===== src/sv/i2dt_pkg.sv =====
`default_nettype none

package i2dt_pkg;

    // Width of the signed value taken from {value_high, value_low}
    localparam int VALUE_BITS = 128;

    // Decimal digits needed for a magnitude up to 2^(VALUE_BITS-1)
    localparam int DIGITS    = (VALUE_BITS * 30103) / 100000 + 1;
    localparam int BCD_BITS  = DIGITS * 4;
    localparam int BIT_CNT_W = $clog2(VALUE_BITS);
    localparam int DIG_CNT_W = $clog2(DIGITS);
    localparam int MAX_CHARS = 40;

    localparam logic [7:0] CH_ZERO  = 8'd48;
    localparam logic [7:0] CH_MINUS = 8'd45;

    // One queued value: sign and unsigned magnitude
    typedef struct packed {
        logic                  neg;
        logic [VALUE_BITS-1:0] mag;
    } item_t;

    // One output character word
    typedef struct packed {
        logic [7:0] text_char;
        logic       is_last;
    } char_t;

    typedef enum logic [1:0] {
        ST_IDLE,
        ST_CONV,
        ST_EMIT
    } state_t;

endpackage

`default_nettype wire


===== src/sv/i2dt_front.sv =====
`default_nettype none

module i2dt_front
    import i2dt_pkg::*;
(
    input  wire logic        clk,
    input  wire logic        rst_n,
    input  wire logic        push,
    output logic             full,
    input  wire logic [63:0] value_high,
    input  wire logic [63:0] value_low,
    output logic             item_valid,
    output item_t            item,
    input  wire logic        item_take
);

    logic [127:0]          raw;
    logic [VALUE_BITS-1:0] value;
    logic                  sign;
    item_t                 in_item;
    logic                  accept;

    item_t      entry_reg [2];
    logic       wr_ptr_reg, wr_ptr_next;
    logic       rd_ptr_reg, rd_ptr_next;
    logic [1:0] count_reg, count_next;

    // Sign and magnitude of the incoming word
    always_comb
    begin
        raw   = {value_high, value_low};
        value = raw[VALUE_BITS-1:0];
        sign  = value[VALUE_BITS-1];
        in_item.neg = sign;
        in_item.mag = sign ? (~value + 1'b1) : value;
    end

    assign full       = (count_reg == 2'd2);
    assign accept     = push && !full;
    assign item_valid = (count_reg != 2'd0);
    assign item       = entry_reg[rd_ptr_reg];

    // Pointer and fill count
    always_comb
    begin
        wr_ptr_next = accept ? ~wr_ptr_reg : wr_ptr_reg;
        rd_ptr_next = (item_take && item_valid) ? ~rd_ptr_reg : rd_ptr_reg;
        count_next  = count_reg + {1'b0, accept} - {1'b0, item_take && item_valid};
    end

    always_ff @(posedge clk or negedge rst_n)
    begin
        if (!rst_n)
        begin
            wr_ptr_reg <= 1'b0;
            rd_ptr_reg <= 1'b0;
            count_reg  <= 2'd0;
        end
        else
        begin
            wr_ptr_reg <= wr_ptr_next;
            rd_ptr_reg <= rd_ptr_next;
            count_reg  <= count_next;
        end
    end

    // Queue storage
    always_ff @(posedge clk)
    begin
        if (accept)
        begin
            entry_reg[wr_ptr_reg] <= in_item;
        end
    end

endmodule

`default_nettype wire


===== src/sv/i2dt_back.sv =====
`default_nettype none

module i2dt_back
    import i2dt_pkg::*;
(
    input  wire logic  clk,
    input  wire logic  rst_n,
    input  wire logic  item_valid,
    input  wire item_t item,
    output logic       item_take,
    input  wire logic  out_space,
    output logic       out_wr,
    output char_t      out_word
);

    state_t                 state_reg, state_next;
    logic [VALUE_BITS-1:0]  bin_reg, bin_next;
    logic [BCD_BITS-1:0]    bcd_reg, bcd_next;
    logic                   neg_reg, neg_next;
    logic                   started_reg, started_next;
    logic [BIT_CNT_W-1:0]   bit_cnt_reg, bit_cnt_next;
    logic [DIG_CNT_W-1:0]   dig_cnt_reg, dig_cnt_next;

    logic [BCD_BITS-1:0]    adj;
    logic [3:0]             top;
    logic                   last_dig;

    // Add-3 correction on every BCD digit before the shift
    always_comb
    begin
        for (int i = 0; i < DIGITS; i++)
        begin
            adj[i*4 +: 4] = (bcd_reg[i*4 +: 4] >= 4'd5) ?
                            bcd_reg[i*4 +: 4] + 4'd3 : bcd_reg[i*4 +: 4];
        end
    end

    assign top      = bcd_reg[BCD_BITS-1 -: 4];
    assign last_dig = (dig_cnt_reg == '0);

    // Sequencer: load, double-dabble, emit minus sign and digits from the top
    always_comb
    begin
        state_next   = state_reg;
        bin_next     = bin_reg;
        bcd_next     = bcd_reg;
        neg_next     = neg_reg;
        started_next = started_reg;
        bit_cnt_next = bit_cnt_reg;
        dig_cnt_next = dig_cnt_reg;
        item_take    = 1'b0;
        out_wr       = 1'b0;
        out_word     = '0;

        unique case (state_reg)
            ST_IDLE:
            begin
                if (item_valid)
                begin
                    item_take    = 1'b1;
                    bin_next     = item.mag;
                    neg_next     = item.neg;
                    bcd_next     = '0;
                    started_next = 1'b0;
                    bit_cnt_next = BIT_CNT_W'(VALUE_BITS - 1);
                    state_next   = ST_CONV;
                end
            end
            ST_CONV:
            begin
                bcd_next = {adj[BCD_BITS-2:0], bin_reg[VALUE_BITS-1]};
                bin_next = {bin_reg[VALUE_BITS-2:0], 1'b0};
                if (bit_cnt_reg == '0)
                begin
                    dig_cnt_next = DIG_CNT_W'(DIGITS - 1);
                    state_next   = ST_EMIT;
                end
                else
                begin
                    bit_cnt_next = bit_cnt_reg - 1'b1;
                end
            end
            ST_EMIT:
            begin
                if (out_space)
                begin
                    if (neg_reg)
                    begin
                        // minus sign first; a negative magnitude is never zero
                        out_wr             = 1'b1;
                        out_word.text_char = CH_MINUS;
                        out_word.is_last   = 1'b0;
                        neg_next           = 1'b0;
                    end
                    else
                    begin
                        // skip leading zeros, units digit always printed
                        if (started_reg || top != 4'd0 || last_dig)
                        begin
                            out_wr             = 1'b1;
                            out_word.text_char = CH_ZERO + {4'd0, top};
                            out_word.is_last   = last_dig;
                            started_next       = 1'b1;
                        end
                        bcd_next = {bcd_reg[BCD_BITS-5:0], 4'd0};
                        if (last_dig)
                        begin
                            state_next = ST_IDLE;
                        end
                        else
                        begin
                            dig_cnt_next = dig_cnt_reg - 1'b1;
                        end
                    end
                end
            end
            default:
            begin
                state_next = ST_IDLE;
            end
        endcase
    end

    always_ff @(posedge clk or negedge rst_n)
    begin
        if (!rst_n)
        begin
            state_reg <= ST_IDLE;
        end
        else
        begin
            state_reg <= state_next;
        end
    end

    // Datapath registers
    always_ff @(posedge clk)
    begin
        bin_reg     <= bin_next;
        bcd_reg     <= bcd_next;
        neg_reg     <= neg_next;
        started_reg <= started_next;
        bit_cnt_reg <= bit_cnt_next;
        dig_cnt_reg <= dig_cnt_next;
    end

endmodule

`default_nettype wire


===== src/sv/i2dt_outq.sv =====
`default_nettype none

module i2dt_outq
    import i2dt_pkg::*;
(
    input  wire logic        clk,
    input  wire logic        rst_n,
    input  wire logic        wr,
    input  wire char_t       wr_word,
    output logic             space,
    input  wire logic        pop,
    output logic             empty,
    output logic [7:0]       text_char,
    output logic             is_last
);

    char_t      entry_reg [2];
    logic       wr_ptr_reg;
    logic       rd_ptr_reg;
    logic [1:0] count_reg;
    logic       do_wr;
    logic       do_rd;

    assign space     = (count_reg != 2'd2);
    assign empty     = (count_reg == 2'd0);
    assign do_wr     = wr && space;
    assign do_rd     = pop && !empty;
    assign text_char = entry_reg[rd_ptr_reg].text_char;
    assign is_last   = entry_reg[rd_ptr_reg].is_last;

    // Pointers and fill count
    always_ff @(posedge clk or negedge rst_n)
    begin
        if (!rst_n)
        begin
            wr_ptr_reg <= 1'b0;
            rd_ptr_reg <= 1'b0;
            count_reg  <= 2'd0;
        end
        else
        begin
            if (do_wr)
            begin
                wr_ptr_reg <= ~wr_ptr_reg;
            end
            if (do_rd)
            begin
                rd_ptr_reg <= ~rd_ptr_reg;
            end
            count_reg <= count_reg + {1'b0, do_wr} - {1'b0, do_rd};
        end
    end

    // Storage
    always_ff @(posedge clk)
    begin
        if (do_wr)
        begin
            entry_reg[wr_ptr_reg] <= wr_word;
        end
    end

endmodule

`default_nettype wire


===== src/sv/int128_to_decimal_text.sv =====
// Channel  | Ports                        | Handshake
// ---------+------------------------------+----------------------------
// values   | value_high, value_low        | push / full
// text     | text_char, is_last           | pop / empty (oldest word shown)
//
// Each value is loaded, then takes VALUE_BITS steps of shift-add-3 in the back
// end, then one step per BCD digit position (DIGITS) plus one for a minus sign.
// A two-entry queue takes new values while the back end works; a two-entry
// output queue holds text words. A stalled pop only holds the emit step.
// Reset clears all queues and the sequencer.
`default_nettype none

module int128_to_decimal_text
    import i2dt_pkg::*;
(
    input  wire logic        clk,
    input  wire logic        rst_n,
    input  wire logic        push,
    output logic             full,
    input  wire logic [63:0] value_high,
    input  wire logic [63:0] value_low,
    input  wire logic        pop,
    output logic             empty,
    output logic [7:0]       text_char,
    output logic             is_last
);

    logic  item_valid;
    item_t item;
    logic  item_take;
    logic  out_space;
    logic  out_wr;
    char_t out_word;

    i2dt_front u_front (
        .clk        (clk),
        .rst_n      (rst_n),
        .push       (push),
        .full       (full),
        .value_high (value_high),
        .value_low  (value_low),
        .item_valid (item_valid),
        .item       (item),
        .item_take  (item_take)
    );

    i2dt_back u_back (
        .clk        (clk),
        .rst_n      (rst_n),
        .item_valid (item_valid),
        .item       (item),
        .item_take  (item_take),
        .out_space  (out_space),
        .out_wr     (out_wr),
        .out_word   (out_word)
    );

    i2dt_outq u_outq (
        .clk       (clk),
        .rst_n     (rst_n),
        .wr        (out_wr),
        .wr_word   (out_word),
        .space     (out_space),
        .pop       (pop),
        .empty     (empty),
        .text_char (text_char),
        .is_last   (is_last)
    );

endmodule

`default_nettype wire


===== config.mk =====
export PLATFORM = sky130hd
export DESIGN_NAME = int128_to_decimal_text
export DESIGN_NICKNAME = d
export VERILOG_FILES = /design/src/sv/i2dt_pkg.sv /design/src/sv/i2dt_front.sv /design/src/sv/i2dt_back.sv /design/src/sv/i2dt_outq.sv /design/src/sv/int128_to_decimal_text.sv
export SDC_FILE = /design/constraint.sdc
export NUM_CORES = 1
export LEC_CHECK = 0
export ABC_AREA = 1
export BUFFER_PORTS_ARGS = -buffer_cell sky130_fd_sc_hd__buf_2
export CAP_MARGIN = 20
export CORE_ASPECT_RATIO = 0.6
export CORE_UTILIZATION = 50
export CTS_BUF_LIST = sky130_fd_sc_hd__clkbuf_2
export DETAILED_ROUTE_END_ITERATION = 10
export HOLD_SLACK_MARGIN = 0.02
export PLACE_DENSITY = 0.7
export SLEW_MARGIN = 15
export SYNTH_ARGS = -nofsm -noshare
export SYNTH_HDL_FRONTEND = slang
export SYNTH_SLANG_ARGS = --single-unit

===== constraint.sdc =====
create_clock -name clk -period 11.8 [get_ports clk]
set_clock_uncertainty 0.15 [all_clocks]
set_input_delay 1.77 -clock clk [delete_from_list [all_inputs] [get_ports clk]]
set_output_delay 1.77 -clock clk [all_outputs]
set_load 0.03 [all_outputs]

==> results of run 1 <==
cell type report:
class                   instances  area (um2)
inverters                     353        1330
clock buffers                 197         986
well taps                     828        1040
diodes                          4        10.0
flip-flops and latches        581       17400
multi-input cells            2407       11900
repair buffers                156         823
clock inverters                37         294
fillers                      5586       27300
logic make-up after synthesis:
kind of cell             Yosys count
AO/OA/AOI/OAI                    629
XOR/XNOR                          93
adder cells (fa/ha/maj)           91
buffers and inverters            461
flip-flops                       581
other                              1
AND/OR/NAND/NOR                 1592
power groups by stage:
stage | clock (uW) | combinational [uW] | sequential [uW]
global placement | 0 | 426 | 2610
finish | 1350 | 436 | 2570
CTS | 1400 | 434 | 2570
floorplan | 0 | 255 | 2640
detailed placement | 0 | 432 | 2620
global route | 1490 | 471 | 2590
routing by layer:
metal,share of wire (%),GRT usage (%),up-vias
met5,0.057,0,-
met4,1.7,6.95,8
met3,12,8.89,123
met2,38,34.4,1191
met1,48,44.9,11700
li1,-,-,12100
stage by stage:
stage / hold slack (ps) / util (%) / std cells
2_1_floorplan: 320 / - / 3449
3_3_place_gp: 363 / 53.2 / 4325
3_5_place_dp: 371 / 53.2 / 4325
4_1_cts: 159 / 55.3 / 4559
5_1_grt: 198 / 55.3 / 4563
6_report: 289 / 55.3 / 4563
worst min path at each step:
stage	from	end	slack (ps)	depth (start not counted)
6_report	rst_n	u_outq.wr_ptr_reg	290	1
3_5_place_dp	u_back.state_reg[1]	u_back.state_reg[1]	370	2
4_1_cts	rst_n	u_outq.rd_ptr_reg	160	1
5_1_grt	rst_n	u_outq.wr_ptr_reg	200	1
2_1_floorplan	u_back.state_reg[0]	u_back.state_reg[0]	320	2
3_3_place_gp	u_outq.wr_ptr_reg	u_outq.wr_ptr_reg	360	2
worst max-delay path, delay by kind of cell, from the launching register on:
family	cells	cell delay (ps)
compound gates	1	930
buf+inv	4	2060
fa+ha+maj	1	640
flops	1	410
layout by cell type, fill, tap and decap left out, types with 6 or more instances in the layout:
cell and count:
nand2_1 779, nor2_1 655, edfxtp_1 571, inv_1 346
a21oi_1 298, clkbuf_2 197, o21ai_0 171, buf_2 139
ha_1 90, nand3_1 85, o22ai_1 82, o32ai_1 59
xor2_1 59, xnor2_1 34, clkinv_1 21, nor2_4 17
buf_4 17, nor2_2 15, nand2_2 12, dfrtp_1 9
inv_2 7, nand3b_1 7, o211ai_1 6, nor3_1 6
==> impl_results.md, run 1 <==
- Status: completed
- Synth Flop Type: edfxtp_1
- Worst hold path type: input pin to asynchronous set/reset pin
- Number of distinct library cells after synthesis: 42
- Leakage: about 0.013 uW
- Port bufs: 140
- Combinational cell fraction of total power: roughly 10%
- CP arrival: 5370 ps
- Main combinational cell family by area after synthesis: simple AND/OR/NAND/NOR gates
- Synth Warn #: 0
- # Post-CTS Setup Buffers: 0
- Sequential share of power: 58.9%
- WL/cell: around 19 um
- NetSw: 1200 uW
- Synth Area in Adders: 3.67%
- Vias per cell: around 5.5
- Post-CTS Resized: 0
- Post-synth EDFFs: 571
- Vias in the first global route: roughly 23000
- Area added between synthesis and finish: 8.96%
- R2R Setup Slk: between 7000 and 8000 ps
- Placeable Area: 61000 um2
- Unrepaired setup endpoints after global routing: false
- Clk slew on worst S/H paths: 110 ps
- GRT Overall Usage: 27.7%
- Compound-Gate Fraction of Synth Area: 11.3%
- Total power: 4360 uW
- Worst Setup Slack, final: 7030 ps
- Die width: 323 um
- Post-route ant nets: 0
- Syn Std Cell Area: between 30000 and 40000 um2
- DIE HEIGHT: 195 um
- Max reg flops: between 200 and 300
- Design Area, Final: 33800 um2
- Final period util: approximately two fifths
- Rel. slew slack: 29.9%
- Xor/xnor share of the synthesized area: 2.63%
- R2R Path End: u_back.bin_reg[74]
- Placed wire-length estimate: a little over 60000 um
- Vias post-DR: 25100
- Asr flop ratio synth: 1.72%
- Worst path cell trace: inv_1, ha_4, inv_4, a21oi_4, buf_4, buf_4
- Crit Path Class: flip-flop to flip-flop
- Post-synthesis simple-gate area fraction: ~21%
- Max Cap Viol: 0
- Worst slew pin tran: 1050 ps
- TritonRoute pass-1 iters: 6
- Critical path data required time: 12410 ps
- Worst r2r src: u_back.state_reg[1]
- Max incr delay on CP: 930 ps
- Max Fclk: between 200 and 250 MHz
- # DRC: 0
- Peak VDD IR: 0.0998 mV
- # setup viols final: 0
- Area share of the largest cell type after synthesis: 55.3%
- Most common library cells after synthesis: nand2_1, nor2_1, edfxtp_1
- Routed WL: ~90000 um
- CP Max Fanout: 70
- Crit path launch: u_back.state_reg[1]
- Routability cong.: between 1 and 1.5
- Die Area: between 60000 and 70000 um2
- Post-Place Setup Slack: 7060 ps
- Clk sinks: 581
- Post-Route Setup TNS: 0 ps
- Nets: about 3900
- CTS Root Cell: clkbuf_2
- Cell types occupying the most area after synthesis: edfxtp_1, nand2_1, nor2_1
- Crit-path most repeated cell: buf_4
- Sw Share: 27.5%
- Mux cell area share after synthesis: 0%
- Clock Latency Late Sink: 1220 ps
- Final Hold Fails: 0
- Crit-path slowest cell: a21oi_4
- Layout cells sized above 1: 11.7%
- Pwr dens: 129 nW/um2
- Remaining global-route overflow: 0
- Global-route wire length before repair: about 130000 um
- IO Pins: approximately 140
- H-tree Lvls: 4
- Pint: about 3200 uW
- Cells after synthesis: 3448
- Tmin final: 4770 ps
- Iter 0 DRT Violations: approximately 3000
- # rows: 70
- Post-synthesis sequential area ratio: about 56%
- Yosys reg bits: 581
- Initial antenna violation count: 9
- DP Area: roughly 32000 um2
- Bufs on Longest Clock Path: 3
- Hold Buf Count CTS: 0
- Reg2reg path depth: 6
- Most frequent cell after synthesis: nand2_1
- Slew Limit Fails: 0
- Synth Area per Inst: 8.99 um2
- Total CTS buffers: approximately 140
- CTS tree: done
- Initial Util: between 50% and 60%
- Clock share of power: between 30% and 40%
- Worst setup path end: u_back.bin_reg[74]
- Worst Setup End Kind: flip-flop
- Largest net degree at the start of global routing: between 80 and 90
- Synth area leader: edfxtp_1
- Critical path launch point type: flip-flop
Note: power is estimated with default switching activity, not from simulation.
==> inputs of run 2 (changes only) <==
Settings changed: ABC_AREA 1 to 0.
Clock period 11.8 ns to 4.1 ns, I/O delays scaled along.
==> impl_results.md, run 2 <==
- Status: completed
- Worst r2r src: u_back.dig_cnt_reg[0]
- Worst slew pin tran: 967 ps (-84.7 ps)
- Total CTS buffers: 136 (+0.74%)
- # DRC: 0 (unchanged)
- Clk slew on worst S/H paths: 110 ps (about the same)
- CTS tree: done
- Multi-input logic area: 11400 um2 (-3.8%)
- Reg2reg path depth: 7 (+1)
- Worst Setup Slack, final: 55.5 ps (-6980 ps)
- Cells after synthesis: 2582 (-25%)
- Crit Path Class: input pin to flip-flop
- Critical path data required time: 4840 ps (-7570 ps)
- Critical path launch point type: input pin
- Initial antenna violation count: 4 (-5)
- WL/cell: 19.9 um (+3.4%)
- Rel. slew slack: 35.0% (+5.1 points)
- Area added between synthesis and finish: 17.3%
- Remaining global-route overflow: 0 (unchanged)
- Synth Area per Inst: 11.4 um2 (+27%)
- Clk sinks: 581 (unchanged)
- CTS Root Cell: clkbuf_2
- Die Area: 60000 um2 (-4.8%)
- Asr flop ratio synth: 1.72% (unchanged)
- Commonest non-fill, non-tap cell in the layout: edfxtp_1
- Routed WL: 77400 um (-12%)
- Final Hold Fails: 0 (unchanged)
- # setup viols final: 0 (unchanged)
- Max Cap Viol: 0 (unchanged)
- Placeable Area: 57900 um2 (-5.2%)
- Port bufs: 140 (unchanged)
- Hold Crit Depth: 4
- Max Fclk: around 250 MHz
- Nets: 3230 (-16%)
- Most frequent cell after synthesis: edfxtp_1
- HP Start: pop
- Routability cong.: 0.979 (-11%)
- Largest net degree at the start of global routing: 165 (+100%)
- H-tree Lvls: 4 (unchanged)
- Clock Latency Late Sink: 1180 ps (-40 ps)
- Iter 0 DRT Violations: 2166 (-29%)
- CP Max Fanout: 9 (-87%)
- Vias per cell: 5.73 (+4.1%)
- Synth Warn #: 0 (unchanged)
- Syn Std Cell Area: 29500 um2 (-4.8%)
- Initial Util: 51.0% (+0.22 points)
- Max reg flops: 258 (unchanged)
- Yosys reg bits: 581 (unchanged)
- Tmin final: 4040 ps
- Synth Flop Type: edfxtp_1
- Layout cells sized above 1: 14.6% (+3.0 points)
- Slew Limit Fails: 0 (unchanged)
- GRT Overall Usage: 25.5% (-2.2 points)
- Area share of the largest cell type after synthesis: 58.1% (+2.8 points)
- # Post-CTS Setup Buffers: 0 (unchanged)
- R2R Setup Slk: 1280 ps (-5750 ps)
- Post-synth EDFFs: 571 (unchanged)
- Unrepaired setup endpoints after global routing: false
- Global-route wire length before repair: 119000 um (-10%)
- Number of distinct library cells after synthesis: 44 (+4.8%)
- DIE HEIGHT: 190 um (-2.4%)
- Pwr dens: 708 nW/um2 (+450%)
- Post-route ant nets: 0 (unchanged)
- Worst Hold End: u_outq.rd_ptr_reg
- Cell types occupying the most area after synthesis: edfxtp_1, o21ai_0, xnor2_1
- Peak VDD IR: 0.655 mV (+560%)
- IO Pins: 143 (unchanged)
- Vias in the first global route: 21500 (-4.5%)
- Register area: 17400 um2 (unchanged)
- Worst hold path type: input pin to flip-flop
- CP arrival: 4780 ps (-590 ps)
- Post-synthesis sequential area ratio: 59.0% (+2.8 points)
- Final period util: 98.6%
- Bufs on Longest Clock Path: 3 (unchanged)
- Placed wire-length estimate: 50500 um (-18%)
- TritonRoute pass-1 iters: 8 (+2)
- Leakage: 0.0124 uW (-6.4%)
- Crit path launch: value_low[0]
- Most frequent cells in the layout: edfxtp_1, nand2_1, o21ai_0, clkbuf_2, dlygate4sd3_1
- R2R Path End: u_outq.entry_reg[0][2]
- Synth area leader: edfxtp_1
- Die width: 316 um (-2.4%)
- Vias post-DR: 22200 (-11%)
- Post-Place Setup Slack: 24.1 ps (-7040 ps)
- Worst Setup End Kind: flip-flop
- Total power: 24500 uW (+460%)
- # rows: 68 (-2.9%)
- FILL cells: 4653 (-17%)
- Most common library cells after synthesis: edfxtp_1, o21ai_0, nand2_1
run 2: routing by layer:
metal / wire [um] / track usage, %
met5: 0 / 0
met4: 2380 / 8.88
met3: 6350 / 6.71
met2: 32900 / 36.4
met1: 35700 / 37.3
run 2: critical path, cell delays in order:
cell,delay (ps)
dlygate4sd3_1,540
buf_2,150
inv_1,60
ha_1,190
nor4b_1,510
nand3_1,500
nor4_1,760
nand4_1,420
o41ai_1,340
dlygate4sd3_1,620
xnor2_1,80
run 2: where the power goes:
part	internal, uW	total (uW)	leakage (uW)	switching, uW
clock network	1460	3820	0.000941	2360
registers	10100	11600	0.00565	1460
logic	3270	9090	0.00579	5820
run 2: timing repair:
| action | 4_1_cts | 5_1_grt |
|---|---|---|
| endpoints found under the hold margin | 315 | 0 |
| gates resized for setup | 0 | 0 |
| hold buffers | 189 | 0 |
run 2: how the worst max path moves through the flow:
stage | endpoint | depth (start not counted) | slack, ps
finish | u_front.entry_reg[0][122] | 11 | 60
global placement | u_front.entry_reg[0][122] | 9 | 240
global route | u_front.entry_reg[0][122] | 11 | 60
CTS | u_front.entry_reg[0][122] | 11 | 370
detailed placement | u_front.entry_reg[0][122] | 9 | 20
floorplan | u_back.bcd_reg[0] | 4 | -1010
run 2: kinds of logic after synthesis:
family | after synthesis | share of synthesized area [%]
AND/OR/NAND/NOR | 789 | 13.1
AO/OA/AOI/OAI | 595 | 11.3
flip-flops | 581 | 59.0
buffers and inverters | 200 | 2.60
XOR/XNOR | 187 | 5.55
multiplexers | 138 | 4.72
adder cells (fa/ha/maj) | 91 | 3.86
other | 1 | 0.0127
run 2: layout make-up:
class                      count  area share [%]
clock inverter                32           0.647
multi-input combinational   1802            33.1
sequential                   581            50.3
clock buffer                 203            2.94
timing repair buffer         389            9.20
tap                          770            2.78
antenna                        9          0.0651
inverter                      97            1.05
run 2: per-stage QoR:
step / hold slack (ps) / cell area [um2] / util, % / instances / setup TNS (ps)
floorplan: 169 / 29600 / - / 2583 / -157460
global placement: 326 / 31500 / 54.4 / 3450 / 0
detailed placement: 330 / 31500 / 54.4 / 3450 / 0
CTS: 99.3 / 34600 / 59.8 / 3874 / 0
global route: 83.7 / 34600 / 59.8 / 3881 / 0
finish: 226 / 34600 / 59.8 / 3883 / 0
